**src/rtl/core/xbsp_pkg.sv**
```systemverilog
`timescale 1ns / 1ps
// ----------------------------------------------------------------------------
// xbsp_pkg: shared types and constants of the block-seeded xoshiro generator
// Holds the generator constants, the datapath operation codes and the
// command and status structs between the controller and the datapath.
// ----------------------------------------------------------------------------
package xbsp_pkg;

  localparam int unsigned WordW = 64;
  localparam int unsigned FracW = 53;
  localparam int unsigned HalfW = 32;

  localparam logic [WordW-1:0] GOLDEN_GAMMA = 64'h9E37_79B9_7F4A_7C15;
  localparam logic [WordW-1:0] MIX_MUL_A    = 64'hBF58_476D_1CE4_E5B9;
  localparam logic [WordW-1:0] MIX_MUL_B    = 64'h94D0_49BB_1331_11EB;
  localparam logic [WordW-1:0] BLOCK_OFFSET = 64'hD1B5_4A32_D192_ED03;

  // Partial-product steps of the 64 x 64 (low half) multiply.
  typedef logic [1:0] mul_step_t;
  localparam mul_step_t MUL_LL = 2'd0;  // a_lo * b_lo
  localparam mul_step_t MUL_HL = 2'd1;  // a_hi * b_lo, shifted up 32
  localparam mul_step_t MUL_LH = 2'd2;  // a_lo * b_hi, shifted up 32

  // Datapath operations.
  typedef enum logic [2:0] {
    OP_NOP,
    OP_DRAW,     // advance the generator and load the output register
    OP_START,    // load block index and gamma as multiply operands
    OP_MUL,      // one partial product into the accumulator
    OP_MIX,      // splitmix state from the seed and the block product
    OP_ADVANCE,  // step the splitmix state, load first mix operands
    OP_SECOND,   // load second mix operands from the product
    OP_STORE     // finish one splitmix output into a generator word
  } op_t;

  typedef struct packed {
    op_t       op;
    mul_step_t mul_step;
  } cmd_t;

  typedef struct packed {
    logic out_free;   // output register empty or being taken this cycle
    logic last_word;  // the next store fills the final generator word
  } status_t;

endpackage

```
**src/rtl/core/xbsp_in_if.sv**
```systemverilog
`timescale 1ns / 1ps
// ----------------------------------------------------------------------------
// xbsp_in_if: request channel into the generator
// Carries the function select and the stream number of one request.
// ----------------------------------------------------------------------------
interface xbsp_in_if;
  logic        valid;
  logic        ready;
  logic        func;
  logic [63:0] stream_id;

  modport source (output valid, output func, output stream_id, input ready);
  modport sink   (input valid, input func, input stream_id, output ready);
endinterface

```
**src/rtl/core/xbsp_out_if.sv**
```systemverilog
`timescale 1ns / 1ps
// ----------------------------------------------------------------------------
// xbsp_out_if: result channel out of the generator
// Carries the raw output word and the 53-bit uniform numerator.
// ----------------------------------------------------------------------------
interface xbsp_out_if;
  logic        valid;
  logic        ready;
  logic [63:0] random_bits;
  logic [52:0] uniform_fraction;

  modport source (output valid, output random_bits, output uniform_fraction,
                  input ready);
  modport sink   (input valid, input random_bits, input uniform_fraction,
                  output ready);
endinterface

```
**src/rtl/core/xbsp_cfg_if.sv**
```systemverilog
`timescale 1ns / 1ps
// ----------------------------------------------------------------------------
// xbsp_cfg_if: configuration write channel
// Carries the write data of the run seed register.
// ----------------------------------------------------------------------------
interface xbsp_cfg_if;
  logic        valid;
  logic        ready;
  logic [63:0] data;

  modport source (output valid, output data, input ready);
  modport sink   (input valid, input data, output ready);
endinterface

```
**src/rtl/core/xbsp_datapath.sv**
```systemverilog
`timescale 1ns / 1ps
// ----------------------------------------------------------------------------
// xbsp_datapath: generator words, splitmix seeding and output register
// Executes one operation per cycle as commanded by the controller, with one
// shared 32 x 32 multiplier for the seeding multiplies.
// ----------------------------------------------------------------------------
module xbsp_datapath
  import xbsp_pkg::*;
(
  input  logic             clk,
  input  logic             rst,
  input  cmd_t             cmd,
  output status_t          sts,
  input  logic [WordW-1:0] stream_id,
  input  logic             cfg_we,
  input  logic [WordW-1:0] cfg_data,
  input  logic             out_ready,
  output logic             out_valid,
  output logic [WordW-1:0] random_bits,
  output logic [FracW-1:0] uniform_fraction
);

  logic [WordW-1:0] base_seed;
  logic [WordW-1:0] gen_words [4];
  logic [WordW-1:0] mixer_state;
  logic [2:0]       seed_word_count;
  logic [WordW-1:0] opa;
  logic [WordW-1:0] opb;
  logic [WordW-1:0] acc;

  logic [HalfW-1:0] mul_x;
  logic [HalfW-1:0] mul_y;
  logic [WordW-1:0] prod;
  logic [WordW-1:0] mixer_adv;
  logic [WordW-1:0] sum0;
  logic [WordW-1:0] draw_res;
  logic [WordW-1:0] n0, n1, n2, n3;
  logic [FracW-1:0] frac;

  // Shared multiplier: pick the operand halves for this partial product.
  always_comb begin
    mul_x = opa[HalfW-1:0];
    mul_y = opb[HalfW-1:0];
    case (cmd.mul_step)
      MUL_HL:  mul_x = opa[WordW-1:HalfW];
      MUL_LH:  mul_y = opb[WordW-1:HalfW];
      default: ;
    endcase
    prod = mul_x * mul_y;
  end

  assign mixer_adv = mixer_state + GOLDEN_GAMMA;

  // xoshiro256++ output and state update.
  always_comb begin
    sum0     = gen_words[0] + gen_words[3];
    draw_res = {sum0[40:0], sum0[63:41]} + gen_words[0];
    n2 = gen_words[2] ^ gen_words[0];
    n3 = gen_words[3] ^ gen_words[1];
    n1 = gen_words[1] ^ n2;
    n0 = gen_words[0] ^ n3;
    frac = draw_res[WordW-1:WordW-FracW];
    if (frac == '0) begin
      frac = FracW'(1);
    end
  end

  assign sts.out_free  = !out_valid || out_ready;
  assign sts.last_word = (seed_word_count == 3'd3);

  // Control registers and generator state.
  always_ff @(posedge clk) begin
    if (rst) begin
      base_seed       <= '0;
      gen_words[0]    <= '0;
      gen_words[1]    <= '0;
      gen_words[2]    <= '0;
      gen_words[3]    <= '0;
      mixer_state     <= '0;
      seed_word_count <= '0;
      out_valid       <= 1'b0;
    end else begin
      if (cfg_we) begin
        base_seed <= cfg_data;
      end
      // A new draw loads the output register; otherwise a taken result empties it.
      if (cmd.op == OP_DRAW) begin
        out_valid <= 1'b1;
      end else if (out_valid && out_ready) begin
        out_valid <= 1'b0;
      end
      unique case (cmd.op)
        OP_DRAW: begin
          gen_words[0] <= n0;
          gen_words[1] <= n1;
          gen_words[2] <= n2 ^ (gen_words[1] << 17);
          gen_words[3] <= {n3[18:0], n3[63:19]};
        end
        OP_START: begin
          seed_word_count <= '0;
        end
        OP_MIX: begin
          mixer_state <= base_seed ^ (acc + BLOCK_OFFSET);
        end
        OP_ADVANCE: begin
          mixer_state <= mixer_adv;
        end
        OP_STORE: begin
          gen_words[seed_word_count[1:0]] <= acc ^ (acc >> 31);
          seed_word_count <= seed_word_count + 3'd1;
        end
        default: ;
      endcase
    end
  end

  // Payload registers: multiply operands, accumulator and output.
  always_ff @(posedge clk) begin
    unique case (cmd.op)
      OP_DRAW: begin
        random_bits      <= draw_res;
        uniform_fraction <= frac;
      end
      OP_START: begin
        opa <= stream_id;
        opb <= GOLDEN_GAMMA;
      end
      OP_MUL: begin
        if (cmd.mul_step == MUL_LL) begin
          acc <= prod;
        end else begin
          acc <= acc + {prod[HalfW-1:0], {HalfW{1'b0}}};
        end
      end
      OP_ADVANCE: begin
        opa <= mixer_adv ^ (mixer_adv >> 30);
        opb <= MIX_MUL_A;
      end
      OP_SECOND: begin
        opa <= acc ^ (acc >> 27);
        opb <= MIX_MUL_B;
      end
      default: ;
    endcase
  end

endmodule

```
**src/rtl/core/xbsp_ctrl.sv**
```systemverilog
`timescale 1ns / 1ps
// ----------------------------------------------------------------------------
// xbsp_ctrl: sequencing state machine of the generator
// Accepts requests, issues a draw in the accept cycle, and steps a restart
// through the seed multiply and four splitmix rounds.
// ----------------------------------------------------------------------------
module xbsp_ctrl
  import xbsp_pkg::*;
(
  input  logic    clk,
  input  logic    rst,
  input  logic    in_valid,
  input  logic    in_func,
  output logic    in_ready,
  input  status_t sts,
  output cmd_t    cmd
);

  localparam logic [2:0] ST_IDLE     = 3'd0;
  localparam logic [2:0] ST_SEED_MUL = 3'd1;
  localparam logic [2:0] ST_MIX      = 3'd2;
  localparam logic [2:0] ST_ADV      = 3'd3;
  localparam logic [2:0] ST_MUL_A    = 3'd4;
  localparam logic [2:0] ST_SECOND   = 3'd5;
  localparam logic [2:0] ST_MUL_B    = 3'd6;
  localparam logic [2:0] ST_STORE    = 3'd7;

  logic [2:0] state, state_next;
  mul_step_t  step, step_next;
  logic       mul_done;

  assign mul_done = (step == MUL_LH);

  // Next state and command decode.
  always_comb begin
    state_next   = state;
    step_next    = step;
    cmd.op       = OP_NOP;
    cmd.mul_step = step;
    in_ready     = (state == ST_IDLE) && sts.out_free;
    unique case (state) inside
      ST_IDLE: begin
        if (in_valid && in_ready) begin
          if (in_func) begin
            cmd.op     = OP_START;
            state_next = ST_SEED_MUL;
            step_next  = MUL_LL;
          end else begin
            cmd.op = OP_DRAW;
          end
        end
      end
      ST_SEED_MUL, ST_MUL_A, ST_MUL_B: begin
        cmd.op = OP_MUL;
        if (mul_done) begin
          step_next = MUL_LL;
          if (state == ST_SEED_MUL) begin
            state_next = ST_MIX;
          end else if (state == ST_MUL_A) begin
            state_next = ST_SECOND;
          end else begin
            state_next = ST_STORE;
          end
        end else begin
          step_next = step + 2'd1;
        end
      end
      ST_MIX: begin
        cmd.op     = OP_MIX;
        state_next = ST_ADV;
      end
      ST_ADV: begin
        cmd.op     = OP_ADVANCE;
        state_next = ST_MUL_A;
      end
      ST_SECOND: begin
        cmd.op     = OP_SECOND;
        state_next = ST_MUL_B;
      end
      ST_STORE: begin
        cmd.op     = OP_STORE;
        state_next = sts.last_word ? ST_IDLE : ST_ADV;
      end
      default: begin
        state_next = ST_IDLE;
      end
    endcase
  end

  always_ff @(posedge clk) begin
    if (rst) begin
      state <= ST_IDLE;
      step  <= MUL_LL;
    end else begin
      state <= state_next;
      step  <= step_next;
    end
  end

endmodule

```
**src/rtl/core/xoshiro_block_seeded_prng.sv**
```systemverilog
`timescale 1ns / 1ps
// ----------------------------------------------------------------------------
// xoshiro_block_seeded_prng: xoshiro256++ generator with per-block seeding
// Usage:
//   din carries requests. func 0 draws one value; func 1 restarts the stream
//   for stream_id, seeding the four words by splitmix64 from base_seed XOR
//   (stream_id * golden gamma + offset). A restart gives no result.
//   dout carries one result per draw: random_bits and uniform_fraction (top
//   53 bits of the output, zero mapped to one).
//   cfg writes base_seed; it is always ready and should be written only
//   while no request is in flight.
// Timing:
//   A draw is computed in its accept cycle and shows on dout in the cycle
//   after; with dout drained, a draw is accepted every cycle.
//   A restart occupies the block through nine 64-bit multiplies, each
//   three passes through the shared 32 x 32 multiplier, plus the mixing and
//   store steps. din is not ready during that time.
// Reset: the generator words, splitmix state and base_seed go to zero, so a
//   draw before any restart returns 0 with uniform_fraction 1.
// Stall: while a result waits on dout, din is ready only in the cycle in
//   which dout is taken.
// ----------------------------------------------------------------------------
module xoshiro_block_seeded_prng
  import xbsp_pkg::*;
(
  input logic         clk,
  input logic         rst,
  xbsp_in_if.sink     din,
  xbsp_out_if.source  dout,
  xbsp_cfg_if.sink    cfg
);

  cmd_t    cmd;
  status_t sts;

  // Seed register writes are taken at once.
  assign cfg.ready = 1'b1;

  xbsp_ctrl u_ctrl (
    .clk      (clk),
    .rst      (rst),
    .in_valid (din.valid),
    .in_func  (din.func),
    .in_ready (din.ready),
    .sts      (sts),
    .cmd      (cmd)
  );

  xbsp_datapath u_datapath (
    .clk              (clk),
    .rst              (rst),
    .cmd              (cmd),
    .sts              (sts),
    .stream_id        (din.stream_id),
    .cfg_we           (cfg.valid),
    .cfg_data         (cfg.data),
    .out_ready        (dout.ready),
    .out_valid        (dout.valid),
    .random_bits      (dout.random_bits),
    .uniform_fraction (dout.uniform_fraction)
  );

endmodule

```
**src/flat_wrapper.sv**
```systemverilog
// flat-port wrapper written by rule: the top's interface ports become plain ports
module xoshiro_block_seeded_prng_flat import xbsp_pkg::*;
  (clk, rst, din_valid, din_func, din_stream_id, din_ready, dout_valid, dout_random_bits, dout_uniform_fraction, dout_ready, cfg_valid, cfg_data, cfg_ready);
  xbsp_in_if din_i ();
  xbsp_out_if dout_i ();
  xbsp_cfg_if cfg_i ();
  input logic clk;
  input logic rst;
  input wire logic [$bits(din_i.valid)-1:0] din_valid;
  input wire logic [$bits(din_i.func)-1:0] din_func;
  input wire logic [$bits(din_i.stream_id)-1:0] din_stream_id;
  output wire logic [$bits(din_i.ready)-1:0] din_ready;
  output wire logic [$bits(dout_i.valid)-1:0] dout_valid;
  output wire logic [$bits(dout_i.random_bits)-1:0] dout_random_bits;
  output wire logic [$bits(dout_i.uniform_fraction)-1:0] dout_uniform_fraction;
  input wire logic [$bits(dout_i.ready)-1:0] dout_ready;
  input wire logic [$bits(cfg_i.valid)-1:0] cfg_valid;
  input wire logic [$bits(cfg_i.data)-1:0] cfg_data;
  output wire logic [$bits(cfg_i.ready)-1:0] cfg_ready;
  assign din_i.valid = din_valid;
  assign din_i.func = din_func;
  assign din_i.stream_id = din_stream_id;
  assign din_ready = din_i.ready;
  assign dout_valid = dout_i.valid;
  assign dout_random_bits = dout_i.random_bits;
  assign dout_uniform_fraction = dout_i.uniform_fraction;
  assign dout_i.ready = dout_ready;
  assign cfg_i.valid = cfg_valid;
  assign cfg_i.data = cfg_data;
  assign cfg_ready = cfg_i.ready;
  xoshiro_block_seeded_prng u_core (.clk(clk), .rst(rst), .din(din_i), .dout(dout_i), .cfg(cfg_i));
endmodule
```
**config.mk**
```make
export PLATFORM = sky130hd
export DESIGN_NAME = xoshiro_block_seeded_prng_flat
export DESIGN_NICKNAME = d
export VERILOG_FILES = /design/src/rtl/core/xbsp_pkg.sv /design/src/rtl/core/xbsp_in_if.sv /design/src/rtl/core/xbsp_out_if.sv /design/src/rtl/core/xbsp_cfg_if.sv /design/src/rtl/core/xbsp_datapath.sv /design/src/rtl/core/xbsp_ctrl.sv /design/src/rtl/core/xoshiro_block_seeded_prng.sv /design/src/flat_wrapper.sv
export SDC_FILE = /design/constraint.sdc
export NUM_CORES = 2
export LEC_CHECK = 0
export BUFFER_PORTS_ARGS = -buffer_cell sky130_fd_sc_hd__buf_2
export CORE_ASPECT_RATIO = 0.9
export CORE_MARGIN = 8
export CORE_UTILIZATION = 42
export CTS_CLUSTER_SIZE = 16
export DETAILED_ROUTE_END_ITERATION = 6
export SYNTH_ARGS = -nofsm -noshare
export SYNTH_HDL_FRONTEND = slang
export SYNTH_SLANG_ARGS = --single-unit
```
**constraint.sdc**
```tcl
create_clock -name clk -period 11.1 [get_ports clk]
set_input_delay 1.11 -clock clk [delete_from_list [all_inputs] [get_ports clk]]
set_output_delay 1.11 -clock clk [all_outputs]
set_load 0.03 [all_outputs]
```
==> run summary <==
The flow ran to the end, but the final reports show violations. The checks that failed: DRC. The tools report the total track usage as 31.0%. The share of layout cells above drive strength 1 is 8.31%.

For the pin with the worst max-slew slack, the measured transition is 1260 ps. The most common cell in the synthesized netlist is sky130_fd_sc_hd__inv_1. In the synthesized netlist, the cells that appear most often are sky130_fd_sc_hd__inv_1, sky130_fd_sc_hd__nand2_1, sky130_fd_sc_hd__fa_1, sky130_fd_sc_hd__nor2_1, sky130_fd_sc_hd__xnor2_1. TritonCTS built the clock tree. On the final layout, the worst clock skew is 39.9 ps. Counting the buffers created by CTS gives 67. The data arrival time of the worst path came out at 11240 ps. The final count of pins violating max slew is 0, and the worst setup timing slack at the placement stage is 278 ps.

The tools report the later-pin clock latency in the skew report as 690 ps. After synthesis, the netlist uses 98 different library cells. The launching instance or port of the critical path was u_core.u_ctrl.step[1]$_SDFFE_PP0P_.

The count of buffers from port buffering works out to 252. By area the synthesized netlist is led by sky130_fd_sc_hd__fa_1, sky130_fd_sc_hd__edfxtp_1, sky130_fd_sc_hd__ha_1, sky130_fd_sc_hd__xnor2_1, sky130_fd_sc_hd__inv_1. The floorplan step set the die width to 456 um.

The run gives 9340 as the final-stage net count. For the number of max-cap violations, the log shows 0. Counting along the longest clock path gives a buffer depth of 3. After detailed placement, the total cell area comes to 0.0772 mm^2. The type of element capturing the critical path is a flip-flop. The tools report the number of cells in the finished layout apart from fillers as 10.2k. The shortest period the worst path allows is 10820 ps. After floorplanning, the core was divided into 145 placement rows. The number of hold violations in the final report was 0.

The post-synthesis compound-gate area fraction is 12.8%. The signed area change from the synthesized netlist to the final layout works out to 8.86%. The final weighted congestion of routability-driven global placement is 1.02. The worst register-to-register path begins at u_core.u_ctrl.step[1]$_SDFFE_PP0P_. For the full die area, the log shows 0.188 mm^2. The tools report the cell area after layout as 0.0795 mm^2. The worst setup path is launched from a flip-flop.

The mean routed wirelength per cell is 29.2 um, and the total vias in the final route is 60.5k. CTS placed an instance of sky130_fd_sc_hd__clkbuf_16 at the clock tree root. Entering global routing, the biggest net connects 111 pins. The area fraction in and, or, nand and nor cells after synthesis is 11.9%. The share of the synthesized netlist area taken by xor and xnor gates is 9.82%.

The achievable clock frequency was 0.0925 GHz. The number of nets in the synthesized netlist is 9241. The peak fanout along the critical path is 22, and the mean instance size in the synthesized netlist is 9.39 um^2.

The first global-routing pass estimated 430000 um of wire. The post-CTS setup repair buffer count was 0. The critical path in this run is classified as reg -> reg. In this run, synthesis inferred 507 flip-flops with an integrated enable. The cell repeated most along the worst path is sky130_fd_sc_hd__fa_1. The tools report the initial antenna violation count as 7. The async set-or-reset flop fraction in the synthesized netlist came out at 0%.

Hold path startpoint: u_core.u_datapath.mixer_state[14]$_SDFFE_PP0P_. The tools report the final worst slack as 284 ps. The cell with the largest stage delay on the worst path is sky130_fd_sc_hd__fa_1. The post-synthesis share of cell area spent on full adders, half adders and majority gates is 32.0%, and the detailed-route wire length is 298000 um. The cell area that synthesis handed to floorplanning was 0.0731 mm^2.

The clock slew at the register clock pins of the worst setup and hold paths came out at 70 ps. The region available for standard cell placement spans 0.173 mm^2. Synthesis handed over a netlist of 7779 instances.

The number of cells after detailed placement is 10.1k. The tools report the post-detailed-route count of antenna-violating nets as 0. The total number of yosys warnings was 0; the first-pass iteration count of the detailed router was 7. The dominant combinational cell family by area after synthesis was adder cells. CTS saw 644 sinks. The area share of the leading cell type in the synthesized netlist works out to 24.6%. 254 I/O pins were placed. The worst hold path belongs to the class reg -> reg. DRC violation total after the first TritonRoute iteration: 7301. The clock tree synthesis step divided the H-tree into 3 levels.

Most instantiated flip-flop cell in the synthesis netlist: sky130_fd_sc_hd__edfxtp_1. After layout, the worst path uses 97.4% of the clock period. After synthesis the netlist holds a flip-flop and latch count of 644. For the via count of the first global-routing pass, the log shows 60.0k.

Summed over all layers, the global routing overflow is 0. After synthesis, flip-flops and latches occupy 24.6% of the total area. The worst pin sits at a relative slew slack of 16.0%.

After synthesis, the share of cell area in mux cells is 1.51%. The final-layout setup total negative slack is 0 ps, and the starting density of the core is 42.2%. Of all cell types, the one taking the most synthesized area is sky130_fd_sc_hd__fa_1. Setup violations remaining at the end of the flow were counted as 0.

For the worst endpoint required time, the log shows 11520 ps. The remaining routing DRC violations was 7; the height of the die was 412 um. Using the TritonRoute via totals, the vias-per-cell ratio works out to 5.92. For this run, the slowest stage of the critical path takes 580 ps. The total half-perimeter wirelength after legalization and detailed placement is 241000 um. Setup repair after global routing left no endpoint under its margin.
-- cell usage in the layout, fill, tap and decap left out, types with 137 or more instances in the layout --
cell,n
sky130_fd_sc_hd__ha_1,429
sky130_fd_sc_hd__dfxtp_1,137
sky130_fd_sc_hd__xnor2_1,508
sky130_fd_sc_hd__buf_4,186
sky130_fd_sc_hd__fa_1,899
sky130_fd_sc_hd__buf_2,250
sky130_fd_sc_hd__xor2_1,311
sky130_fd_sc_hd__o22ai_1,142
sky130_fd_sc_hd__o21ai_0,370
sky130_fd_sc_hd__edfxtp_1,507
sky130_fd_sc_hd__inv_1,1012
sky130_fd_sc_hd__a21oi_1,341
sky130_fd_sc_hd__nor2_1,498
sky130_fd_sc_hd__nand2_1,929
-- cell families (layout without fill, tap and decap cells) --
family	Yosys count	count (layout)
AOI/OAI and AO/OA	1466	1466
other	1	7
adders and majority gates	1328	1328
DFF	644	644
xor gates and xnor gates	819	819
muxes	107	107
and+or+nand+nor	1986	1986
buffers and inverters	1428	1581
-- flip-flops by register name (all words and copies together), names as in the netlist --
register	flops
u_core.u_datapath.gen_words	256
u_core.u_datapath.opb	6
u_core.u_datapath.uniform_fraction	53
u_core.u_datapath.out_valid	1
u_core.u_ctrl.state	3
u_core.u_datapath.acc	64
u_core.u_datapath.mixer_state	64
u_core.u_datapath.base_seed	64
u_core.u_datapath.opa	64
u_core.u_ctrl.step	2
u_core.u_datapath.seed_word_count	3
u_core.u_datapath.random_bits	64
-- layout make-up --
type                    instances  area, um^2
fillers                     16800       93700
clock inverters                40         453
inverters                    1017        3820
diodes                          6        15.0
clock buffers                  83        1800
well taps                    2278        2850
flip-flops and latches        644       18000
repair buffers                441        2750
multi-input cells            5707       49900
-- worst max-delay path: cells and delay by family (launching register included) --
family                     cells  cell delay (ps)
buffers and inverters          5              790
and+or+nand+nor                9             2020
AOI/OAI and AO/OA              7             1270
xor gates and xnor gates       1              520
adders and majority gates     10             4910
muxes                          1              560
DFF                            1              430
-- final timing paths --
| path | end | slack [ps] | depth (start not counted) |
|---|---|---|---|
| hold reg to reg | u_core.u_datapath.mixer_state[14]$_SDFFE_PP0P_ | 490 | 2 |
| hold / removal | u_core.u_datapath.mixer_state[14]$_SDFFE_PP0P_ | 490 | 2 |
| setup / recovery | u_core.u_datapath.acc[62]$_DFFE_PN_ | 280 | 33 |
| setup reg to reg | u_core.u_datapath.acc[62]$_DFFE_PN_ | 280 | 33 |
-- layer usage --
layer | up-vias | GRT usage [%] | wire, um
li1 | 25900 | - | -
met1 | 30400 | 44.1 | 124000
met2 | 3522 | 45.7 | 125000
met3 | 620 | 7.24 | 34600
met4 | 8 | 12.0 | 15000
met5 | - | 0 | 52
-- repair_timing --
item | in CTS | in global routing
hold buffers | 0 | 0
setup endpoints to repair | 0 | 11
gates resized for setup | 0 | 14
-- per-stage QoR --
step	hold WS, ps	util [%]
2_1_floorplan	461	-
3_3_place_gp	473	44.6
5_1_grt	521	45.9
6_report	494	45.9
3_5_place_dp	482	44.6
4_1_cts	491	45.9
Power is not shown: default switching activity piles up to over one toggle a cycle in this logic, so the estimate is an artifact.
